<file path="src/sv/skl_pkg.sv">
// Shared types and constants for the sorted key list.
`timescale 1ns / 1ps

package skl_pkg;

  localparam int DEPTH_DEF     = 16;
  localparam int KEY_WIDTH_DEF = 32;

  // Fixed field widths on the stream ports
  localparam int OP_W     = 3;
  localparam int KEY_IN_W = 32;
  localparam int IDX_W    = 4;
  localparam int STATUS_W = 3;
  localparam int COUNT_W  = 5;

  typedef enum logic [OP_W-1:0] {
    OP_ADD          = 3'd0,
    OP_REMOVE_FIRST = 3'd1,
    OP_REMOVE_LAST  = 3'd2,
    OP_REMOVE_MATCH = 3'd3,
    OP_READ_INDEX   = 3'd4,
    OP_READ_FIRST   = 3'd5,
    OP_READ_LAST    = 3'd6
  } op_t;

  typedef enum logic [STATUS_W-1:0] {
    ST_OK        = 3'd0,
    ST_FULL      = 3'd1,
    ST_EMPTY     = 3'd2,
    ST_NOT_FOUND = 3'd3,
    ST_BAD_INDEX = 3'd4
  } status_t;

  // What every cell does with its entry in a given cycle
  typedef enum logic [1:0] {
    MODE_HOLD        = 2'd0,
    MODE_INSERT      = 2'd1,
    MODE_SHIFT_ALL   = 2'd2,
    MODE_SHIFT_MATCH = 2'd3
  } mode_t;

  typedef struct packed {
    mode_t mode;
    logic  cmp_signed;
  } cell_ctrl_t;

endpackage

</file>
<file path="src/sv/skl_cell.sv">
// One storage cell of the sorted key list: holds a key, compares it, shifts it.
`timescale 1ns / 1ps

module skl_cell #(
  parameter int KEY_WIDTH = skl_pkg::KEY_WIDTH_DEF,
  parameter int CNT_W     = 5,
  parameter int SEL_W     = 5,
  parameter int POS       = 0
) (
  input  logic                   clk,
  input  skl_pkg::cell_ctrl_t    ctrl,
  input  logic [KEY_WIDTH-1:0]   key,
  input  logic [CNT_W-1:0]       count,
  input  logic [SEL_W-1:0]       sel,
  input  logic [KEY_WIDTH-1:0]   left_key,
  input  logic                   left_gt,
  input  logic                   left_eq,
  input  logic [KEY_WIDTH-1:0]   right_key,
  output logic [KEY_WIDTH-1:0]   entry,
  output logic                   gt,
  output logic                   eq,
  output logic [KEY_WIDTH-1:0]   rd
);

  logic                 occupied;
  logic                 gt_here;
  logic                 eq_here;
  logic [KEY_WIDTH-1:0] flip;
  logic [KEY_WIDTH-1:0] ord_entry;
  logic [KEY_WIDTH-1:0] ord_key;
  logic [KEY_WIDTH-1:0] entry_next;

  assign occupied  = CNT_W'(POS) < count;
  // Flipping the sign bit maps two's complement order onto unsigned order
  assign flip      = {ctrl.cmp_signed, {(KEY_WIDTH-1){1'b0}}};
  assign ord_entry = entry ^ flip;
  assign ord_key   = key ^ flip;
  assign gt_here   = occupied && (ord_entry > ord_key);
  assign eq_here   = occupied && (entry == key);
  // Carry along the row: this cell or one to its left is above / equal to the key
  assign gt        = left_gt || gt_here;
  assign eq        = left_eq || eq_here;
  assign rd        = (SEL_W'(POS) == sel) ? entry : '0;

  always_comb begin
    entry_next = entry;
    unique case (ctrl.mode)
      skl_pkg::MODE_HOLD: begin
        entry_next = entry;
      end
      skl_pkg::MODE_INSERT: begin
        // Cells past the slot take the left neighbor; the slot takes the key
        if (left_gt) begin
          entry_next = left_key;
        end else if (gt_here || !occupied) begin
          entry_next = key;
        end
      end
      skl_pkg::MODE_SHIFT_ALL: begin
        entry_next = right_key;
      end
      skl_pkg::MODE_SHIFT_MATCH: begin
        // Close the gap from the first equal key onward
        if (eq) begin
          entry_next = right_key;
        end
      end
    endcase
  end

  always_ff @(posedge clk) begin
    entry <= entry_next;
  end

endmodule

</file>
<file path="src/sv/sorted_key_list.sv">
// A result is registered and shows on the master side in the cycle after its request
// is taken. Throughput: one request per cycle, held back only while a finished result
// waits on m_tready; adds and front or match removals update the whole row at once.
// Reset clears the key count, the ordering mode and the output valid; cell
// contents are not cleared and are never read before being written.
// Top level: sorted key list built from a row of shifting cells.
`timescale 1ns / 1ps

module sorted_key_list #(
  parameter int DEPTH     = skl_pkg::DEPTH_DEF,
  parameter int KEY_WIDTH = skl_pkg::KEY_WIDTH_DEF
) (
  input  logic        clk,
  input  logic        rst,
  input  logic        s_tvalid,
  output logic        s_tready,
  input  logic [39:0] s_tdata,   // key [31:0], index [35:32], zero [39:36]
  input  logic [2:0]  s_tuser,   // operation [2:0]
  output logic        m_tvalid,
  input  logic        m_tready,
  output logic [39:0] m_tdata,   // key_out [31:0], status [34:32], count [39:35]
  input  logic        cfg_valid,
  output logic        cfg_ready,
  input  logic        cfg_data
);

  localparam int CNT_W = $clog2(DEPTH + 1);
  localparam int SEL_W = (CNT_W > skl_pkg::IDX_W) ? CNT_W : skl_pkg::IDX_W;

  logic [CNT_W-1:0]     occupancy;
  logic [CNT_W-1:0]     occupancy_next;
  logic                 cmp_signed;

  skl_pkg::op_t         op;
  logic [31:0]          key_in;
  logic [skl_pkg::IDX_W-1:0] idx;
  logic [KEY_WIDTH+31:0] key_wide;
  logic [KEY_WIDTH-1:0] key_kw;
  logic                 in_fire;
  logic                 full;
  logic                 empty;
  logic                 found;
  logic [SEL_W-1:0]     last_pos;
  logic [SEL_W-1:0]     sel;
  skl_pkg::mode_t       mode;
  skl_pkg::status_t     status;
  skl_pkg::cell_ctrl_t  ctrl;
  logic [KEY_WIDTH-1:0] result_kw;
  logic [KEY_WIDTH+31:0] result_wide;
  logic [KEY_WIDTH-1:0] rd_data;

  logic [KEY_WIDTH-1:0] entry_q [DEPTH];
  logic [KEY_WIDTH-1:0] rd_q    [DEPTH];
  logic [DEPTH-1:0]     gt_v;
  logic [DEPTH-1:0]     eq_v;

  assign op       = skl_pkg::op_t'(s_tuser);
  assign key_in   = s_tdata[31:0];
  assign idx      = s_tdata[35:32];
  assign key_wide = {KEY_WIDTH'(0), key_in};
  assign key_kw   = key_wide[KEY_WIDTH-1:0];

  assign s_tready = !m_tvalid || m_tready;
  assign in_fire  = s_tvalid && s_tready;
  assign cfg_ready = 1'b1;

  assign full     = occupancy == CNT_W'(DEPTH);
  assign empty    = occupancy == '0;
  assign found    = eq_v[DEPTH-1];
  assign last_pos = SEL_W'(occupancy) - SEL_W'(1);

  always_comb begin
    mode           = skl_pkg::MODE_HOLD;
    sel            = '0;
    status         = skl_pkg::ST_OK;
    result_kw      = '0;
    occupancy_next = occupancy;
    unique case (op)
      skl_pkg::OP_ADD: begin
        if (full) begin
          status = skl_pkg::ST_FULL;
        end else begin
          mode           = skl_pkg::MODE_INSERT;
          occupancy_next = occupancy + CNT_W'(1);
        end
      end
      skl_pkg::OP_REMOVE_FIRST: begin
        if (empty) begin
          status = skl_pkg::ST_EMPTY;
        end else begin
          mode           = skl_pkg::MODE_SHIFT_ALL;
          result_kw      = rd_data;
          occupancy_next = occupancy - CNT_W'(1);
        end
      end
      skl_pkg::OP_REMOVE_LAST: begin
        sel = last_pos;
        if (empty) begin
          status = skl_pkg::ST_EMPTY;
        end else begin
          result_kw      = rd_data;
          occupancy_next = occupancy - CNT_W'(1);
        end
      end
      skl_pkg::OP_REMOVE_MATCH: begin
        if (!found) begin
          status = skl_pkg::ST_NOT_FOUND;
        end else begin
          mode           = skl_pkg::MODE_SHIFT_MATCH;
          result_kw      = key_kw;
          occupancy_next = occupancy - CNT_W'(1);
        end
      end
      skl_pkg::OP_READ_INDEX: begin
        sel = SEL_W'(idx);
        if (SEL_W'(idx) >= SEL_W'(occupancy)) begin
          status = skl_pkg::ST_BAD_INDEX;
        end else begin
          result_kw = rd_data;
        end
      end
      skl_pkg::OP_READ_FIRST: begin
        if (empty) begin
          status = skl_pkg::ST_EMPTY;
        end else begin
          result_kw = rd_data;
        end
      end
      skl_pkg::OP_READ_LAST: begin
        sel = last_pos;
        if (empty) begin
          status = skl_pkg::ST_EMPTY;
        end else begin
          result_kw = rd_data;
        end
      end
      default: begin
        // unused code: no change, empty result
      end
    endcase
  end

  // Hold every cell unless a request is taken this cycle
  assign ctrl.mode       = in_fire ? mode : skl_pkg::MODE_HOLD;
  assign ctrl.cmp_signed = cmp_signed;

  assign result_wide = {32'(0), result_kw};

  always_comb begin
    rd_data = '0;
    for (int i = 0; i < DEPTH; i++) begin
      rd_data = rd_data | rd_q[i];
    end
  end

  for (genvar g = 0; g < DEPTH; g++) begin : g_cell
    logic [KEY_WIDTH-1:0] left_key;
    logic                 left_gt;
    logic                 left_eq;
    logic [KEY_WIDTH-1:0] right_key;

    if (g == 0) begin : g_first
      assign left_key = key_kw;
      assign left_gt  = 1'b0;
      assign left_eq  = 1'b0;
    end else begin : g_mid
      assign left_key = entry_q[g-1];
      assign left_gt  = gt_v[g-1];
      assign left_eq  = eq_v[g-1];
    end

    if (g == DEPTH - 1) begin : g_last
      assign right_key = entry_q[g];
    end else begin : g_body
      assign right_key = entry_q[g+1];
    end

    skl_cell #(
      .KEY_WIDTH (KEY_WIDTH),
      .CNT_W     (CNT_W),
      .SEL_W     (SEL_W),
      .POS       (g)
    ) u_cell (
      .clk       (clk),
      .ctrl      (ctrl),
      .key       (key_kw),
      .count     (occupancy),
      .sel       (sel),
      .left_key  (left_key),
      .left_gt   (left_gt),
      .left_eq   (left_eq),
      .right_key (right_key),
      .entry     (entry_q[g]),
      .gt        (gt_v[g]),
      .eq        (eq_v[g]),
      .rd        (rd_q[g])
    );
  end

  always_ff @(posedge clk) begin
    if (rst) begin
      occupancy  <= '0;
      cmp_signed <= 1'b0;
      m_tvalid   <= 1'b0;
    end else begin
      if (cfg_valid && cfg_ready) begin
        cmp_signed <= cfg_data;
      end
      if (in_fire) begin
        occupancy <= occupancy_next;
        m_tvalid  <= 1'b1;
      end else if (m_tready) begin
        m_tvalid <= 1'b0;
      end
    end
  end

  always_ff @(posedge clk) begin
    if (in_fire) begin
      m_tdata <= {skl_pkg::COUNT_W'(occupancy_next), status, result_wide[31:0]};
    end
  end

endmodule

</file>
<file path="config.mk">
export PLATFORM = sky130hd
export DESIGN_NAME = sorted_key_list
export DESIGN_NICKNAME = d
export VERILOG_FILES = /design/src/sv/skl_pkg.sv /design/src/sv/skl_cell.sv /design/src/sv/sorted_key_list.sv
export SDC_FILE = /design/constraint.sdc
export NUM_CORES = 2
export LEC_CHECK = 0
export ABC_AREA = 1
export BUFFER_PORTS_ARGS = -buffer_cell sky130_fd_sc_hd__buf_2
export CAP_MARGIN = 20
export CELL_PAD_IN_SITES_DETAIL_PLACEMENT = 0
export CELL_PAD_IN_SITES_GLOBAL_PLACEMENT = 2
export CORE_UTILIZATION = 41
export CTS_BUF_LIST = sky130_fd_sc_hd__clkbuf_2
export CTS_CLUSTER_DIAMETER = 150
export CTS_CLUSTER_SIZE = 14
export DETAILED_ROUTE_END_ITERATION = 8
export PLACE_DENSITY_LB_ADDON = 0.1
export REMOVE_ABC_BUFFERS = 1
export SLEW_MARGIN = 25
export SYNTH_ARGS = -nofsm -noshare
export SYNTH_HDL_FRONTEND = slang
export SYNTH_SLANG_ARGS = --single-unit
</file>
<file path="constraint.sdc">
create_clock -name clk -period 9.5 [get_ports clk]
set_input_delay 2.85 -clock clk [delete_from_list [all_inputs] [get_ports clk]]
set_output_delay 2.85 -clock clk [all_outputs]
set_load 0.02 [all_outputs]
</file>
# ---- Word level (Yosys, flattened, before mapping)
# Cells that the tools add are included.
dict set report op_classes {
  n_lt_le_gt_ge 33
  reduce_logical 121
  eq_ne 72
  bitwise 34
  n_addsub 2
  mux 99
  div_mod_pow 0
  multipliers 0
  n_shift 0
}
# operator count
set op_table {}
lappend op_table {{32-bit two-way mux} 66}
lappend op_table {{32-bit one-hot mux with 3 select lines} 16}
lappend op_table {{32-bit XOR} 17}
lappend op_table {{32-bit equality test} 16}
lappend op_table {{32-bit > comparator} 16}
lappend op_table {{32-bit bitwise OR} 15}
lappend op_table {{1-bit logical OR} 46}
lappend op_table {{3-bit by 1-bit != test with 1-bit output, second input constant} 15}
lappend op_table {{3-bit AND reduction} 15}
lappend op_table {{4-bit by 5-bit equality test with 1-bit output, first input constant} 8}
lappend op_table {{4-bit by 5-bit less-than comparator with 1-bit output, first input constant} 8}
lappend op_table {{1-bit logical AND} 33}
lappend op_table {{2-bit by 1-bit != test with 1-bit output, second input constant} 16}
lappend op_table {{3-bit by 5-bit equality test with 1-bit output, first input constant} 4}
lappend op_table {{3-bit by 5-bit less-than comparator with 1-bit output, first input constant} 4}
lappend op_table {{1-bit zero test} 17}
lappend op_table {{5-bit two-way mux} 3}
lappend op_table {{5-bit one-hot mux with 3 select lines} 1}
lappend op_table {{3-bit one-hot mux with 4 select lines} 1}
lappend op_table {{2-bit by 5-bit equality test with 1-bit output, first input constant} 2}
lappend op_table {{5-bit zero test} 2}
lappend op_table {{1-bit by 5-bit less-than comparator with 1-bit output, first input constant} 2}
lappend op_table {{2-bit by 5-bit less-than comparator with 1-bit output, first input constant} 2}
lappend op_table {{2-bit two-way mux} 5}
lappend op_table {{22 further kinds} 31}
dict set report word_totals {
  mem_bits_ro 0
  elab_cells 381
  mem_count 0
  regBits 559
  latch_bits 0
  ram_bits 0
  out_inout_bits 43
  in_bits 49
}

# ---- Depth between registers and ports, before layout
dict set report logic_depth {
  depth_word 24
  mapped_depth 25
  mapped_depth_nobuf 25
}

# ---- Cells and area by module
# A second synthesis with hierarchy kept.
dict set report hier_totals {
  cells_unflattened 7347
  area_unflattened_um2 50164.4
}
# module cells_each seq_area_each_um2 area_each_um2 instances
set modules_own_cells {}
lappend modules_own_cells {{skl_cell at g_cell[5].u_cell ...} 410 960.9 2849.0 2}
lappend modules_own_cells {sorted_key_list 817 1341.3 4642.0 1}
lappend modules_own_cells {{skl_cell at g_cell[12].u_cell} 408 960.9 2981.6 1}
lappend modules_own_cells {{skl_cell at g_cell[0].u_cell} 410 960.9 2871.5 1}
lappend modules_own_cells {{skl_cell at g_cell[13].u_cell} 412 960.9 2870.3 1}
lappend modules_own_cells {{skl_cell at g_cell[1].u_cell} 406 960.9 2860.2 1}
lappend modules_own_cells {{skl_cell at g_cell[9].u_cell} 408 960.9 2856.5 1}
lappend modules_own_cells {{skl_cell at g_cell[2].u_cell} 409 960.9 2851.5 1}
lappend modules_own_cells {{skl_cell at g_cell[8].u_cell} 407 960.9 2847.7 1}
lappend modules_own_cells {{skl_cell at g_cell[4].u_cell} 409 960.9 2842.7 1}
lappend modules_own_cells {{skl_cell at g_cell[10].u_cell} 407 960.9 2834.0 1}
lappend modules_own_cells {{skl_cell at g_cell[14].u_cell} 407 960.9 2821.5 1}
lappend modules_own_cells {{skl_cell at g_cell[3].u_cell} 406 960.9 2810.2 1}
lappend modules_own_cells {{skl_cell at g_cell[11].u_cell} 406 960.9 2797.7 1}
lappend modules_own_cells {{+2 rows} n/a n/a n/a n/a}

# ---- Least setup slack after synthesis
# OpenSTA, ideal clock, no wires.
dict set report synth_timing {
  kind {input to register}
  from {in s_tdata[30]}
  to {reg g_cell[2].u_cell.entry[0], enable pin}
  setup_slack_ns 1.134
  required_time_ns 9.030
  cell_stages 19
  arrival_time_ns 7.896
  setup_time_ns 0.470
  path_cell_list {inv_1 clkbuf_1 ha_1 nand3_1 nor2_1 nand2_1 nor2_2 nand3_1 o211a_1 nand3_1 o21ai_2 nand2_2 nand2_4 inv_2 buf_4 buf_6 nand2_1 nor2_1 a211oi_1}
}
dict set report synth_between {
  elab_chain_len 23
  elab_cells_between_ends 66
  classes_between {order compare: 3; eq/ne: 20; mux: 3; bitwise: 2; reduce/logical: 38}
}
# item line_no
set synth_lines {}
lappend synth_lines {{start, declared} sorted_key_list.sv:17} ;# input logic [39:0] s_tdata,
lappend synth_lines {{32-bit equality test} skl_cell.sv:39} ;# assign eq_here = occupied && (entry == key);
lappend synth_lines {{1-bit logical AND} skl_cell.sv:39}
lappend synth_lines {{1-bit logical OR (15 in a row)} skl_cell.sv:42} ;# assign eq = left_eq || eq_here;
lappend synth_lines {{2-bit two-way mux} sorted_key_list.sv:106} ;# if (!found) begin
lappend synth_lines {{2-bit one-hot mux with 3 select lines} sorted_key_list.sv:78} ;# unique case (op)
lappend synth_lines {{2-bit two-way mux} sorted_key_list.sv:144} ;# assign ctrl.mode = in_fire ? mode : skl_pkg::MODE_HOLD;
lappend synth_lines {{2-bit by 1-bit equality test with 1-bit output (tied with other cells)} skl_cell.sv:47} ;# unique case (ctrl.mode)
lappend synth_lines {{3-bit by 1-bit != test with 1-bit output (no line) (tied with other cells)} n/a}
lappend synth_lines {{3-bit AND reduction (no line) *} n/a}
lappend synth_lines {{end signal, assigned} skl_cell.sv:72} ;# entry <= entry_next;
lappend synth_lines {{end, declared} skl_cell.sv:19} ;# output logic [KEY_WIDTH-1:0] entry,
# Every way passes the cells marked *; elsewhere a longest branch is shown, timed or not.
# A chain may end at the register's enable or synchronous reset.

# ---- Worst setup path in the final report
dict set report layout_timing {
  from {in s_tdata[11]}
  to {reg g_cell[11].u_cell.entry[14], enable pin}
}
dict set report layout_between {
  elab_chain_len 23
  elab_cells_between_ends 93
  classes_between {order compare: 12; eq/ne: 20; mux: 3; bitwise: 2; reduce/logical: 56}
}
# item line_no
set layout_lines {}
lappend layout_lines {{32-bit equality test} skl_cell.sv:39}
lappend layout_lines {{1-bit logical AND} skl_cell.sv:39}
lappend layout_lines {{1-bit logical OR (15 in a row)} skl_cell.sv:42}
lappend layout_lines {{2-bit two-way mux} sorted_key_list.sv:106}
lappend layout_lines {{2-bit one-hot mux with 3 select lines} sorted_key_list.sv:78}
lappend layout_lines {{2-bit two-way mux} sorted_key_list.sv:144}
lappend layout_lines {{2-bit by 1-bit equality test with 1-bit output (tied with other cells)} skl_cell.sv:47}
lappend layout_lines {{3-bit by 1-bit != test with 1-bit output (no line) (tied with other cells)} n/a}
lappend layout_lines {{3-bit AND reduction (no line) *} n/a}
lappend layout_lines {{end signal, assigned} skl_cell.sv:72}
lappend layout_lines {{end, declared} skl_cell.sv:19}
# Marks and branches as above.

==> flow_metrics.py <==
metrics = {
    "status": {
        "outcome": "finished, final reports clean",
    },
    "clock_tree": {
        "clkLatencyLatePin_ns": 1.52,
        "cts-resized-gates": 0,
        "clkSinkCount": 559,
        "cts_tree": "built",
        "cts_buffer_depth": 3,
        "cts_setup_buffers": 0,
        "root_buffer": "clkbuf_2",
        "cts_made_buffers": 46,
        "clkTransAtPathRegs_ns": 0.30,
        "htree_levels": 2,
        "hold_buffers": 0,
    },
    "timing": {
        "period_minus_slack_ns": 7.009,
        "fin_crit_sh": 0.7377,
        "fin_ws_ns": 2.492,
        "timing.slew.headroom": 0.2098,
        "setup_violations": 0,
        "tightest_slew_ns": 1.174,
        "hold_viol": 0,
        "holdWs_ns": 0.5312,
        "fin_skew_ns": 0.1368,
        "final_max_slew_viol_count": 0,
        "max_freq_mhz": 142.7,
        "grt_setup_unrepaired": "no",
    },
    "flow_run": {
        "drv_cap": 0,
    },
    "critical_path": {
        "path_max_fanout": 65,
        "crit_type": "primary input to flop",
        "arrival_ns": 8.15,
        "critical_path_required_ns": 10.64,
        "end_kind": "flop",
        "startpoint_type": "primary input",
    },
    "drt": {
        "drt_wl_total_um": 212000,
        "final_antenna_net_count": 0,
        "post_drt_wl_per_cell_um": 31.48,
        "drcViolationCount": 0,
        "first_iter_violations": 6089,
        "viasPerCell": 6.331,
        "dr.pass1.iters": 7,
        "vias": 42630,
    },
    "power_and_ir_drop": {
        "p_int_mw": 3.731,
        "power.density_nw_per_um2": 137.2,
        "pwr-share-seq": 0.485,
        "combPwrFrac": 0.338,
        "leakagePower_nw": 18.95,
        "p_switching_mw": 2.619,
        "switching_share": 0.4125,
        "clkPwrFrac": 0.177,
        "max-vdd-ir-drop_v": 0.00009322,
    },
    "floorplanning": {
        "rows": 119,
        "coreArea_sq_um": 105300,
        "ios": 92,
        "die_h_um": 327.7,
        "dieArea_sq_um": 107400,
        "die_x_um": 327.7,
        "start_util": 0.4131,
    },
    "grt": {
        "grt_pass1_wl_um": 294800,
        "grt_pass1_vias": 38840,
        "track_usage": 0.3860,
        "antenna_found_initial": 10,
        "grt_max_degree": 220,
        "gr-total-overflow": 0,
    },
    "synth": {
        "ys_seq_elements": 559,
        "yosysSeqAreaShare": 0.3844,
        "syn-cell-area_sq_um": 43490,
        "avgSynthCellArea_sq_um": 8.176,
        "synth_cells": 5319,
        "synth_cell_types": 64,
        "ys.warnings.count": 0,
    },
    "finish": {
        "fillers": 10750,
        "final_common_cell": "nand2_1",
        "final_cell_mix": "nand2_1 (1131), o21ai_0 (734), edfxtp_1 (552), ha_1 (503), inv_1 (501)",
        "fin_area_sq_um": 46300,
        "nets": 5868,
        "final_layout_size_suffix_gt1_frac": 0.07462,
        "area_growth_pct": 6.465,
        "final_util": 0.4398,
    },
    "place": {
        "hpwlAfterDp_um": 150600,
        "gp_congestion": 1.006,
        "dp_worst_setup_slack_ns": 1.137,
        "place_area_sq_um": 45940,
        "port-buffer-count": 86,
    },
    "min_path": {
        "min-delay-path-class": "flop to flop",
    },
}
power by group through the flow:
| stage | Clock, mW | Sequential (mW) | Combinational, mW |
|---|---|---|---|
| 5_1_grt | 1.19 | 3.09 | 2.32 |
| 3_3_place_gp | 0 | 3.13 | 2.05 |
| 3_5_place_dp | 0 | 3.13 | 2.08 |
| 6_report | 1.12 | 3.08 | 2.15 |
| 2_1_floorplan | 0 | 3.10 | 1.19 |
| 4_1_cts | 1.14 | 3.07 | 2.09 |
worst max-delay path: stages:
cell	delay, ns
buf_2	0.16
clkinv_1	0.63
ha_1	0.60
nand2_1	0.09
nor3_1	0.59
inv_1	0.07
o21ai_0	0.73
nand2_1	0.12
nand2_1	0.13
nand3_1	0.15
nand4_4	0.17
nor2_4	0.11
nand4_4	0.10
buf_4	0.68
nor3_1	0.17
nor3_2	0.30
buf_4	0.45
registers in the layout, summed over array words and instances (netlist names):
signal and cells:
cmp_signed 1, g_cell.u_cell.entry 512, m_tdata 40, m_tvalid 1, occupancy 5
Yosys cell counts (all sizes together):
cell type,count,share of area
nand2,1144,0.099
o21ai,783,0.091
edfxtp,552,0.38
inv,517,0.045
ha,503,0.14
a21oi,303,0.035
nand3,281,0.033
nor2,264,0.025
clkbuf,175,0.015
o211ai,133,0.023
o22ai,113,0.016
buf,106,0.014
a221oi,101,0.020
nand4,94,0.014
o221ai,61,0.012
nor3,49,0.0059
a211oi,30,0.0052
nor4,22,0.0033
clkinv,14,0.0012
o2111ai,14,0.0028
o21a,11,0.0019
dfxtp,7,0.0032
a31oi,6,0.00086
a21o,5,0.00086
o21bai,4,0.00069
or2,4,0.00058
a21boi,2,0.00035
a22o,2,0.00040
and3,2,0.00029
nor3b,2,0.00046
o221a,2,0.00052
or4,2,0.00035
xnor2,2,0.00040
a311oi,1,0.00020
a32oi,1,0.00020
a41oi,1,0.00020
conb,1,0.000086
nand3b,1,0.00017
nor2b,1,0.00014
o211a,1,0.00023
o311ai,1,0.00020
xor2,1,0.00020
metal layers:
metal | wire, um | up-vias | global-route usage | share of wire
li1 | - | 19140 | - | -
met1 | 89580 | 20740 | 0.5464 | 0.42
met2 | 91420 | 2339 | 0.5895 | 0.43
met3 | 19760 | 411 | 0.04565 | 0.093
met4 | 11190 | 4 | 0.1724 | 0.053
met5 | 18 | - | 0 | 0.000085
kinds of logic after synthesis:
group / count (synthesis) / share of synthesized area
AND/OR/NAND/NOR: 1866 / 0.1826
AO/OA/AOI/OAI: 1575 / 0.2124
buffers and inverters: 812 / 0.07524
flip-flops: 559 / 0.3844
adder cells (fa/ha/maj): 503 / 0.1447
XOR/XNOR: 3 / 0.0006043
other: 1 / 0.00008623
through the flow:
stage                     cells  total power, mW  setup TNS (ns)
final                      6734            6.350               0
after global routing       6730            6.592               0
after CTS                  6725            6.305               0
after detailed placement   6659            5.211               0
after global placement     6657            5.173               0
after floorplan            5038            4.286        -1894.14
path summary, 6_finish.rpt:
| kind | startpoint | endpoint | cells after the start | slack (ns) |
|---|---|---|---|---|
| setup / recovery | s_tdata[11] | g_cell[11].u_cell.entry[14] | 17 | 2.49 |
| hold / removal | m_tvalid | m_tvalid | 2 | 0.53 |
| setup reg to reg | g_cell[4].u_cell.entry[15] | g_cell[11].u_cell.entry[14] | 15 | 4.21 |
| hold reg to reg | m_tvalid | m_tvalid | 2 | 0.53 |
final cells by class:
class,instances,area [sq um],share of cell area
sequential,559,16720,0.3611
multi-input combinational,3948,23760,0.5132
clock buffer,63,315.3,0.006810
timing repair buffer,230,1714,0.03702
antenna,9,22.52,0.0004864
inverter,531,2006,0.04332
clock inverter,3,22.52,0.0004864
tap,1391,1740,0.03759
No activity file was read; power rests on OpenSTA's default activity.
